## src/hw/rtl/ppcb_pkg.sv

```systemverilog
package ppcb_pkg;

  typedef enum logic [1:0] {
    REQ_START = 2'd0,
    REQ_RAW   = 2'd1,
    REQ_HEAD  = 2'd2,
    REQ_END   = 2'd3
  } req_e;

  localparam int unsigned CfgAddrW = 3;
  localparam logic [CfgAddrW-1:0] RegFrameLimit = 3'd0;

  localparam logic [15:0] FrameLimitRst = 16'd1024;
  localparam logic [15:0] FcsInit       = 16'hFFFF;
  localparam logic [15:0] FcsPoly       = 16'h8408;

  localparam logic [7:0] FlagByte = 8'h7E;
  localparam logic [7:0] EscByte  = 8'h7D;
  localparam logic [7:0] EscXor   = 8'h20;

  localparam logic [4:0] AddlU8  = 5'd24;
  localparam logic [4:0] AddlU16 = 5'd25;
  localparam logic [4:0] AddlU32 = 5'd26;
  localparam logic [4:0] AddlU64 = 5'd27;

  function automatic logic [15:0] fcs_update(input logic [15:0] fcs, input logic [7:0] b);
    logic [15:0] c;
    c = fcs ^ {8'h00, b};
    for (int i = 0; i < 8; i++) begin
      if (c[0]) begin
        c = (c >> 1) ^ FcsPoly;
      end else begin
        c = c >> 1;
      end
    end
    return c;
  endfunction

endpackage

```

## src/hw/rtl/ppcb_regs.sv

```systemverilog
module ppcb_regs (
  input  logic                            clk_i,
  input  logic                            rst_ni,
  input  logic                            psel,
  input  logic                            penable,
  input  logic                            pwrite,
  input  logic [ppcb_pkg::CfgAddrW-1:0]   paddr,
  input  logic [31:0]                     pwdata,
  output logic [31:0]                     prdata,
  output logic                            pready,
  output logic [15:0]                     frame_limit_o
);
  import ppcb_pkg::*;

  logic [15:0] frame_limit_q;
  logic        hit;

  assign hit    = (paddr[CfgAddrW-1:2] == RegFrameLimit[CfgAddrW-1:2]);
  assign pready = 1'b1;
  assign prdata = hit ? {16'h0000, frame_limit_q} : 32'h0000_0000;
  assign frame_limit_o = frame_limit_q;

  always_ff @(posedge clk_i or negedge rst_ni) begin
    if (!rst_ni) begin
      frame_limit_q <= FrameLimitRst;
    end else if (psel && penable && pwrite && hit) begin
      frame_limit_q <= pwdata[15:0];
    end
  end

endmodule

```

## src/hw/rtl/ppcb_seq.sv

```systemverilog
module ppcb_seq (
  input  logic         clk_i,
  input  logic         rst_ni,
  input  logic [15:0]  frame_limit_i,
  input  logic         in_valid_i,
  output logic         in_stall_o,
  input  logic [1:0]   req_type_i,
  input  logic [7:0]   data_byte_i,
  input  logic [2:0]   major_type_i,
  input  logic [63:0]  head_value_i,
  output logic         out_valid_o,
  input  logic         out_stall_i,
  output logic [7:0]   out_byte_o,
  output logic         last_o,
  output logic         dropped_o
);
  import ppcb_pkg::*;

  logic        work_valid_q;
  req_e        type_q;
  logic [7:0]  data_q;
  logic [7:0]  init_q;
  logic [63:0] hv_q;
  logic [3:0]  cnt_q;
  logic [3:0]  k_q;
  logic        esc_q;
  logic [7:0]  hi_q;
  logic [15:0] fcs_q;
  logic [15:0] count_q;
  logic        out_valid_q;
  logic [7:0]  out_byte_q;
  logic        last_q;
  logic        dropped_q;

  req_e        in_type;
  logic [7:0]  init_d;
  logic [3:0]  cnt_d;
  logic        load;
  logic        adv;
  logic [7:0]  src;
  logic        flag;
  logic        needs_esc;
  logic        step_done;
  logic        item_done;
  logic [7:0]  line_byte;
  logic [3:0]  sel;
  logic [15:0] base;
  logic        fits;

  assign in_type = req_e'(req_type_i);

  always_comb begin
    init_d = data_byte_i;
    cnt_d  = 4'd1;
    case (in_type)
      REQ_HEAD: begin
        if (head_value_i < 64'd24) begin
          init_d = {major_type_i, head_value_i[4:0]};
          cnt_d  = 4'd1;
        end else if (head_value_i < 64'd256) begin
          init_d = {major_type_i, AddlU8};
          cnt_d  = 4'd2;
        end else if (head_value_i < 64'd65536) begin
          init_d = {major_type_i, AddlU16};
          cnt_d  = 4'd3;
        end else if (head_value_i < 64'd4294967296) begin
          init_d = {major_type_i, AddlU32};
          cnt_d  = 4'd5;
        end else begin
          init_d = {major_type_i, AddlU64};
          cnt_d  = 4'd9;
        end
      end
      REQ_END: cnt_d = 4'd3;
      default: cnt_d = 4'd1;
    endcase
  end

  assign sel = cnt_q - 4'd1 - k_q;

  always_comb begin
    src  = init_q;
    flag = 1'b0;
    case (type_q)
      REQ_START: begin
        src  = FlagByte;
        flag = 1'b1;
      end
      REQ_RAW:  src = data_q;
      REQ_HEAD: src = (k_q == 4'd0) ? init_q : hv_q[{sel[2:0], 3'b000} +: 8];
      REQ_END: begin
        if (k_q == 4'd0) begin
          src = ~fcs_q[7:0];
        end else if (k_q == 4'd1) begin
          src = hi_q;
        end else begin
          src  = FlagByte;
          flag = 1'b1;
        end
      end
      default: src = init_q;
    endcase
  end

  assign needs_esc = !flag && ((src == FlagByte) || (src == EscByte));
  assign step_done = !needs_esc || esc_q;
  assign item_done = step_done && (k_q == cnt_q - 4'd1);
  assign line_byte = esc_q ? (src ^ EscXor) : (needs_esc ? EscByte : src);

  assign adv        = work_valid_q && (!out_valid_q || !out_stall_i);
  assign in_stall_o = work_valid_q && !(adv && item_done);
  assign load       = in_valid_i && !in_stall_o;

  assign base = (type_q == REQ_START) ? 16'h0000 : count_q;
  assign fits = ({1'b0, base} + 17'd1) <= {1'b0, frame_limit_i};

  always_ff @(posedge clk_i or negedge rst_ni) begin
    if (!rst_ni) begin
      work_valid_q <= 1'b0;
      type_q       <= REQ_START;
      k_q          <= 4'd0;
      cnt_q        <= 4'd1;
      esc_q        <= 1'b0;
      fcs_q        <= FcsInit;
      count_q      <= 16'h0000;
      out_valid_q  <= 1'b0;
    end else begin
      if (adv) begin
        if (type_q == REQ_START) begin
          fcs_q <= FcsInit;
        end else if (!flag && step_done) begin
          fcs_q <= fcs_update(fcs_q, src);
        end
        count_q <= fits ? (base + 16'd1) : base;
      end
      if (load) begin
        work_valid_q <= 1'b1;
        type_q       <= in_type;
        cnt_q        <= cnt_d;
        k_q          <= 4'd0;
        esc_q        <= 1'b0;
      end else if (adv) begin
        if (step_done) begin
          esc_q <= 1'b0;
          k_q   <= k_q + 4'd1;
        end else begin
          esc_q <= 1'b1;
        end
        if (item_done) begin
          work_valid_q <= 1'b0;
        end
      end
      if (!out_valid_q || !out_stall_i) begin
        out_valid_q <= work_valid_q;
      end
    end
  end

  always_ff @(posedge clk_i) begin
    if (load) begin
      data_q <= data_byte_i;
      init_q <= init_d;
      hv_q   <= head_value_i;
    end
    if (adv && (type_q == REQ_END) && (k_q == 4'd0) && !esc_q) begin
      hi_q <= ~fcs_q[15:8];
    end
    if (adv) begin
      out_byte_q <= line_byte;
      last_q     <= item_done;
      dropped_q  <= !fits;
    end
  end

  assign out_valid_o = out_valid_q;
  assign out_byte_o  = out_byte_q;
  assign last_o      = last_q;
  assign dropped_o   = dropped_q;

  a_k_in_range: assert property (@(posedge clk_i) disable iff (!rst_ni)
    work_valid_q |-> (k_q < cnt_q))
    else $error("byte index past item length");

  a_esc_pending: assert property (@(posedge clk_i) disable iff (!rst_ni)
    (work_valid_q && esc_q) |-> (!flag && ((src == FlagByte) || (src == EscByte))))
    else $error("escape second half without escapable byte");

  a_load_on_done: assert property (@(posedge clk_i) disable iff (!rst_ni)
    (load && work_valid_q) |-> (adv && item_done))
    else $error("new request loaded over unfinished item");

  a_adv_fills: assert property (@(posedge clk_i) disable iff (!rst_ni)
    adv |=> out_valid_q)
    else $error("emitted byte lost");

endmodule

```

## src/hw/rtl/ppp_cbor_frame_encoder_top.sv

```systemverilog
// Channel   Valid        Stall         Payload
// request   in_valid_i   in_stall_o    req_type_i, data_byte_i, major_type_i, head_value_i
// line      out_valid_o  out_stall_i   out_byte_o, last_o, dropped_o
// config    APB          pready = 1    paddr, pwdata, prdata (frame_limit at 0x0)
//
// One line byte per cycle while the line does not stall; bytes emitted per request:
// start 1, raw 1-2, head 1-17, end 3-5. The byte sequencer sets these counts.
// The next request is taken in the cycle its predecessor emits its final byte.
// Reset sets FCS to 0xFFFF, byte count to 0 and frame_limit to 1024.
// A stalled line holds the output register and the sequencer.
module ppp_cbor_frame_encoder_top (
  input  logic                           clk_i,
  input  logic                           rst_ni,
  input  logic                           psel,
  input  logic                           penable,
  input  logic                           pwrite,
  input  logic [ppcb_pkg::CfgAddrW-1:0]  paddr,
  input  logic [31:0]                    pwdata,
  output logic [31:0]                    prdata,
  output logic                           pready,
  input  logic                           in_valid_i,
  output logic                           in_stall_o,
  input  logic [1:0]                     req_type_i,
  input  logic [7:0]                     data_byte_i,
  input  logic [2:0]                     major_type_i,
  input  logic [63:0]                    head_value_i,
  output logic                           out_valid_o,
  input  logic                           out_stall_i,
  output logic [7:0]                     out_byte_o,
  output logic                           last_o,
  output logic                           dropped_o
);
  import ppcb_pkg::*;

  logic [15:0] frame_limit;

  ppcb_regs u_regs (
    .clk_i         (clk_i),
    .rst_ni        (rst_ni),
    .psel          (psel),
    .penable       (penable),
    .pwrite        (pwrite),
    .paddr         (paddr),
    .pwdata        (pwdata),
    .prdata        (prdata),
    .pready        (pready),
    .frame_limit_o (frame_limit)
  );

  ppcb_seq u_seq (
    .clk_i         (clk_i),
    .rst_ni        (rst_ni),
    .frame_limit_i (frame_limit),
    .in_valid_i    (in_valid_i),
    .in_stall_o    (in_stall_o),
    .req_type_i    (req_type_i),
    .data_byte_i   (data_byte_i),
    .major_type_i  (major_type_i),
    .head_value_i  (head_value_i),
    .out_valid_o   (out_valid_o),
    .out_stall_i   (out_stall_i),
    .out_byte_o    (out_byte_o),
    .last_o        (last_o),
    .dropped_o     (dropped_o)
  );

endmodule

```

## config.mk

```make
export PLATFORM = sky130hd
export DESIGN_NAME = ppp_cbor_frame_encoder_top
export DESIGN_NICKNAME = d
export VERILOG_FILES = /design/src/hw/rtl/ppcb_pkg.sv /design/src/hw/rtl/ppcb_regs.sv /design/src/hw/rtl/ppcb_seq.sv /design/src/hw/rtl/ppp_cbor_frame_encoder_top.sv
export SDC_FILE = /design/constraint.sdc
export NUM_CORES = 1
export LEC_CHECK = 0
export BUFFER_PORTS_ARGS = -buffer_cell sky130_fd_sc_hd__buf_2
export CORE_UTILIZATION = 35
export CTS_CLUSTER_SIZE = 10
export DETAILED_ROUTE_END_ITERATION = 8
export SYNTH_ARGS = -nofsm -noshare
export SYNTH_HDL_FRONTEND = slang
export SYNTH_SLANG_ARGS = --single-unit
```

## constraint.sdc

```tcl
create_clock -name clk_i -period 4.6 [get_ports clk_i]
set_input_delay 0.23 -clock clk_i [delete_from_list [all_inputs] [get_ports clk_i]]
set_output_delay 0.23 -clock clk_i [all_outputs]
set_load 0.005 [all_outputs]
```

Word level (Yosys, flattened, before mapping)

Index checks and enable logic that the tools add are counted.

Bits in registers: 159
Output and inout port bits: 45

Add/subtract/negate cells: 5
Order comparisons: 5
Equal/unequal tests: 9
Shift operators: 1
Mux-type cells: 62
Bitwise gates (word level): 13
Reduce and logical (&&, ||, !) cells: 33

Operators by type and width:

| cell                                                  | number |
|---|---|
| 2-to-1 mux 16 bit                                     | 34 |
| < comparator 64 x 17 -> 1 bit (second input constant) | 1 |
| < comparator 64 x 33 -> 1 bit (second input constant) | 1 |
| < comparator 64 x 5 -> 1 bit (second input constant)  | 1 |
| < comparator 64 x 9 -> 1 bit (second input constant)  | 1 |
| indexed part select 64 x 7 -> 8 bit                   | 1 |
| 2-to-1 mux 8 bit                                      | 6 |
| one-hot mux 8 bit (4 select lines)                    | 1 |
| 2-to-1 mux 4 bit                                      | 7 |
| inverter 2 -> 3 bit                                   | 8 |
| adder 16 x 1 -> 17 bit (second input constant)        | 1 |
| less-or-equal comparator 17 x 16 -> 1 bit             | 1 |
| adder 16 x 1 -> 16 bit (second input constant)        | 1 |
| equality test 8 x 7 -> 1 bit (second input constant)  | 2 |
| inverter 8 bit                                        | 2 |
| bitwise XOR 16 x 8 -> 16 bit                          | 1 |
| logical AND 1 bit                                     | 13 |
| 2-to-1 mux 1 bit                                      | 9 |
| equality test 2 bit (second input constant)           | 4 |
| zero test 1 bit                                       | 8 |
| one-hot mux 4 bit (2 select lines)                    | 1 |
| nonzero test 2 bit                                    | 4 |
| AND reduction 2 bit                                   | 3 |
| 2-to-1 mux 5 bit                                      | 1 |
| other kinds (12)                                      | 16 |

Longest topological paths before layout

Word-level depth: 48
Gate-level depth with buffers: 23
Mapped depth without buffers: 17

Cells and area by module

Synthesis repeated with hierarchy kept, for this count alone.

Cell total of the unflattened synthesis: 671
Area total of the unflattened synthesis: 8,481.9 um^2

Modules (own cells, without submodules):

| module    | instances | cells an instance | area an instance (um^2) | sequential area each (um^2) |
|---|---|---|---|---|
| ppcb_seq  | 1         | 601               | 7,581.0                 | 4,090.2 |
| ppcb_regs | 1         | 70                | 900.9                   | 401.6 |

Worst setup path after synthesis

No wires, ideal clock.

Path kind: register to register
Start point: reg u_seq.cnt_q[0]
End point: reg u_seq.cnt_q[2]
Setup time: 0.127 ns
Arrival time: 4.903 ns
Path slack: -0.429 ns
Stages on the path, launching flop included: 14
Buffers on the path: 3
Clock period less this slack: 5.029 ns
Cell sequence: dfstp_2 > inv_1 > ha_1 > fa_1 > clkbuf_1 > clkbuf_1 > mux4_2 > mux2i_1 > a21oi_1 > nor3_1 > and4bb_4 > buf_8 > o21ai_4 > mux2_4

Word-level cells in the longest chain between the ends: 16

Ends and longest elaborated chain:

| item                                | RTL line        | source |
|---|---|---|
| start, declared                     | ppcb_seq.sv:24  | `logic [3:0] cnt_q;` |
| start signal, assigned              | ppcb_seq.sv:139 | `cnt_q <= cnt_d;` |
| subtractor 4 x 1 -> 4 bit *         | ppcb_seq.sv:79  | `assign sel = cnt_q - 4'd1 - k_q;` |
| subtractor 3 bit                    | ppcb_seq.sv:79  |  |
| indexed part select 64 x 7 -> 8 bit | ppcb_seq.sv:90  | `REQ_HEAD: src = (k_q == 4'd0) ? init_q : hv_q[{sel[2:0], 3'b000} +: 8];` |
| 2-to-1 mux 8 bit                    | ppcb_seq.sv:90  |  |
| one-hot mux 8 bit (4 select lines)  | ppcb_seq.sv:84  | `case (type_q)` |
| equality test 8 x 7 -> 1 bit        | ppcb_seq.sv:105 | `assign needs_esc = !flag && ((src == FlagByte) \|\| (src == EscByte));` |
| logical OR 1 bit                    | ppcb_seq.sv:105 |  |
| logical AND 1 bit                   | ppcb_seq.sv:105 |  |
| zero test 1 bit                     | ppcb_seq.sv:106 | `assign step_done = !needs_esc \|\| esc_q;` |
| logical OR 1 bit                    | ppcb_seq.sv:106 |  |
| logical AND 1 bit *                 | ppcb_seq.sv:107 | `assign item_done = step_done && (k_q == cnt_q - 4'd1);` |
| logical AND 1 bit *                 | ppcb_seq.sv:111 | `assign in_stall_o = work_valid_q && !(adv && item_done);` |
| zero test 1 bit *                   | ppcb_seq.sv:111 |  |
| logical AND 1 bit *                 | ppcb_seq.sv:111 |  |
| zero test 1 bit *                   | ppcb_seq.sv:112 | `assign load = in_valid_i && !in_stall_o;` |
| logical AND 1 bit *                 | ppcb_seq.sv:112 |  |
| net u_seq.load                      | ppcb_seq.sv:38  | `logic load;` |

Mark *: on every way through the listed nets, which the timed path passes. The rest lies on a longest branch.
A chain may end at the register's enable or synchronous reset.

Worst setup path after layout

Start point: reg u_seq.cnt_q[0]
End point: out in_stall_o

Word-level cells in the longest chain between the ends: 14

Ends and longest elaborated chain:

| item                                | RTL line                         | source |
|---|---|---|
| subtractor 4 x 1 -> 4 bit *         | ppcb_seq.sv:79                   |  |
| subtractor 3 bit                    | ppcb_seq.sv:79                   |  |
| indexed part select 64 x 7 -> 8 bit | ppcb_seq.sv:90                   |  |
| 2-to-1 mux 8 bit                    | ppcb_seq.sv:90                   |  |
| one-hot mux 8 bit (4 select lines)  | ppcb_seq.sv:84                   |  |
| equality test 8 x 7 -> 1 bit        | ppcb_seq.sv:105                  |  |
| logical OR 1 bit                    | ppcb_seq.sv:105                  |  |
| logical AND 1 bit                   | ppcb_seq.sv:105                  |  |
| zero test 1 bit                     | ppcb_seq.sv:106                  |  |
| logical OR 1 bit                    | ppcb_seq.sv:106                  |  |
| logical AND 1 bit *                 | ppcb_seq.sv:107                  |  |
| logical AND 1 bit *                 | ppcb_seq.sv:111                  |  |
| zero test 1 bit *                   | ppcb_seq.sv:111                  |  |
| logical AND 1 bit *                 | ppcb_seq.sv:111                  |  |
| end, declared                       | ppp_cbor_frame_encoder_top.sv:22 | `output logic in_stall_o,` |

Every way passes the cells marked *; elsewhere a longest branch is shown, timed or not.

==> results_dict.tcl <==
set metrics [dict create \
    antenna_found_initial 1 \
    layout.cells.non_filler 1173 \
    fmax_ghz 0.241 \
    synth_warnings 0 \
    dp_slack_ps 338 \
    core_sq_um 22800 \
    rr_worst_depth 18 \
    r2r-end "u_seq.count_q[1]" \
    p_per_area_nw_per_um2 660 \
    total_power_mw 6.92 \
    htree_levels 4 \
    grt_pass1_wl_mm 31.1 \
    final-max-slew-violation-count 0 \
    fin_crit_sh_pct 90.0 \
    setup_slack_ps 458 \
    syn_area_sq_um 8230 \
    status "complete, no violations" \
    cp_slowest_cell "dfstp_2" \
    grt_max_degree 62 \
    drt-initial-drc-count 340 \
    period_needed_ps 4140 \
    yosysSeqAreaShare_pct 54.6 \
    syn_avg_cell_area_sq_um 12.6 \
    cp.arrival_ps 3910 \
    drive_gt1_share_pct 30.2 \
    drc_errors 0 \
    fill_cells 2106 \
    cts.path.max_buffers 2 \
    drtPass1Iterations 5 \
    die_w_um 155 \
    gp_congestion 0.804 \
    ys_ff_latch 159 \
    synth_cell_types 75 \
    via_per_inst 4.91 \
    grt_pass1_vias 5821 \
    global_route.peak_usage_layer "met2" \
    postRouteAntennaNets 0 \
    dp_hpwl_mm 13.4 \
    design_area_sq_um 10500 \
    clk_latency_ps 430 \
    setup_tns_ps 0 \
    skew_ps 13.5 \
    nets 995 \
    synthCells 655 \
    grt_usage_pct 16.7 \
    overflow 0 \
    antenna_cells 0 \
    vias 5754 \
    met2_usage_pct 26.9 \
    ir_worst_vdd_mv 0.285 \
    numPortBuffers 128 \
    hold_viol 0 \
    worstPathCellList "inv_1, ha_4, fa_1, buf_4, mux4_2, mux2i_1, o211ai_2, nand4_1, and4bb_4, o31ai_1, inv_1, buf_2" \
    syn_to_final_growth_pct 27.4 \
    cp_data_required_time_ps 4370 \
    synth_ff_type "edfxtp_1" \
    start_util_pct 36.0 \
    critPathKind "flop to primary output" \
    ys_async_sr_fraction_pct 38.4 \
    synth_edf_count 98 \
    drt_wl_total_mm 19.4 \
    cp_max_fo 16 \
    hold_slack_ps 15.3 \
    cp-endpoint "in_stall_o" \
    utilization_pct 45.9 \
    path_common_cell "inv_1" \
    finalSetupViolations 0 \
    cts_root_buf "clkbuf_16" \
    relSlewSlack_pct 44.3 \
    die-area_sq_um 24100 \
    io_pins 164 \
    leakage_nw 4.33 \
    post_cts_buffers 0 \
    crit_start "u_seq.cnt_q[0]" \
    grtUsageMet3_pct 3.96 \
    placed_cells 1078 \
    cts_buffers 17 \
    placed_area_sq_um 9230 \
    fp-row-count 55 \
    die_h_um 155 \
    cpPeakStageDelay_ps 550 \
    cts_sinks 159 \
    rsz0062_at_grt "false" \
    cap_violations 0 \
    path_clk_slew_ps 80 \
    cts_tree "done" \
    r2r-start "u_seq.type_q[0]" \
    hp-class "input pin to flop" \
    regToRegSetupSlack_ps 470 \
    end_kind "primary output" \
    grt_use_met1_pct 22.4 \
    wl_per_cell_um 16.6 \
    worst_setup_path_start_kind "flop" \
    worstMarginPinSlew_ps 831 \
]
-- layer usage --
| layer | share of wire (%) | wire (um) |
|---|---|---|
| met1 | 46 | 9030 |
| met2 | 46 | 9020 |
| met3 | 5.8 | 1120 |
| met4 | 1.3 | 249 |
| met5 | 0.041 | 8 |
-- state kept, by name, summed over array words and instances (netlist names), 2 cells and up --
name / count
u_seq.out_byte_o: 8
u_seq.hv_q: 64
u_seq.fcs_q: 16
u_seq.k_q: 4
u_seq.data_q: 8
u_seq.cnt_q: 4
u_seq.count_q: 16
u_seq.hi_q: 8
u_seq.init_q: 8
u_regs.frame_limit_o: 16
u_seq.type_q: 2
-- cells by family after synthesis --
group	count (synthesis)	synth area share (%)
AND/OR/NAND/NOR	171	10.9
flip-flops	159	54.6
AO/OA/AOI/OAI	107	9.73
buffers and inverters	91	5.24
multiplexers	55	9.70
XOR/XNOR	41	5.27
adder cells (fa/ha/maj)	29	4.50
other	2	0.0912
-- cell type report --
class,instances,area (sq um),area share [%]
Sequential cell,159,4490,42.8
Clock inverter,15,188,1.79
Multi-Input combinational cell,420,3390,32.3
Inverter,41,154,1.47
Clock buffer,17,425,4.06
Tap cell,313,392,3.73
Timing Repair Buffer,208,1450,13.8
-- cells in the mapped netlist (all sizes together) (10+ instances only) --
cell type	count	area share (%)
edfxtp	98	36
dfrtp	43	13
nand2	42	1.9
inv	41	1.9
nor2	39	1.8
ha	28	4.3
buf	26	2.3
mux2	26	3.7
clkbuf	24	1.1
o21ai	24	1.6
xnor2	24	2.8
nor4	19	1.5
dfstp	18	5.7
a2bb2oi	17	1.8
mux4	16	4.4
a21oi	14	0.85
nand4	14	1.1
mux2i	13	1.6
xor2	13	1.4
nand3	10	0.61
-- how the worst min path moves through the flow --
stage,to,startpoint,depth (start not counted)
after floorplan,u_regs.frame_limit_o[0],rst_ni,0
after global placement,u_seq.hv_q[5],head_value_i[5],1
after detailed placement,u_seq.hv_q[5],head_value_i[5],1
after CTS,u_seq.hv_q[20],head_value_i[20],1
after global routing,u_seq.hv_q[28],head_value_i[28],1
final,u_seq.hv_q[54],head_value_i[54],1
-- worst max-delay path: cells and delay by family (launching register included) --
kind | cells | cell delay (ps)
flip-flops | 1 | 550
AND/OR/NAND/NOR | 2 | 470
multiplexers | 2 | 630
buffers and inverters | 4 | 550
adder cells (fa/ha/maj) | 2 | 740
AO/OA/AOI/OAI | 2 | 530
-- power by group --
part / switching (mW) / total [mW] / internal, mW
Sequential: 0.209 / 2.24 / 2.03
Combinational: 1.73 / 3.26 / 1.53
Clock: 0.686 / 1.43 / 0.740
-- repair_timing --
action,in CTS,in global routing
hold buffers,63,0
endpoints found under the hold margin,66,0
resized for setup,0,3
setup endpoints to repair,0,9
-- cell usage in the layout (no fill, tap or decap), drive strengths merged, types with 16 or more instances in the layout --
cell type      n
buf          145
o21ai         24
mux2          26
nand2         42
nor4          19
ha            28
dfrtp         43
xnor2         24
dfstp         18
mux4          16
edfxtp        98
inv           48
nor2          39
conb          17
dlygate4sd3   63
a2bb2oi       17
clkbuf        17
Note: power is estimated with default switching activity, not from simulation.
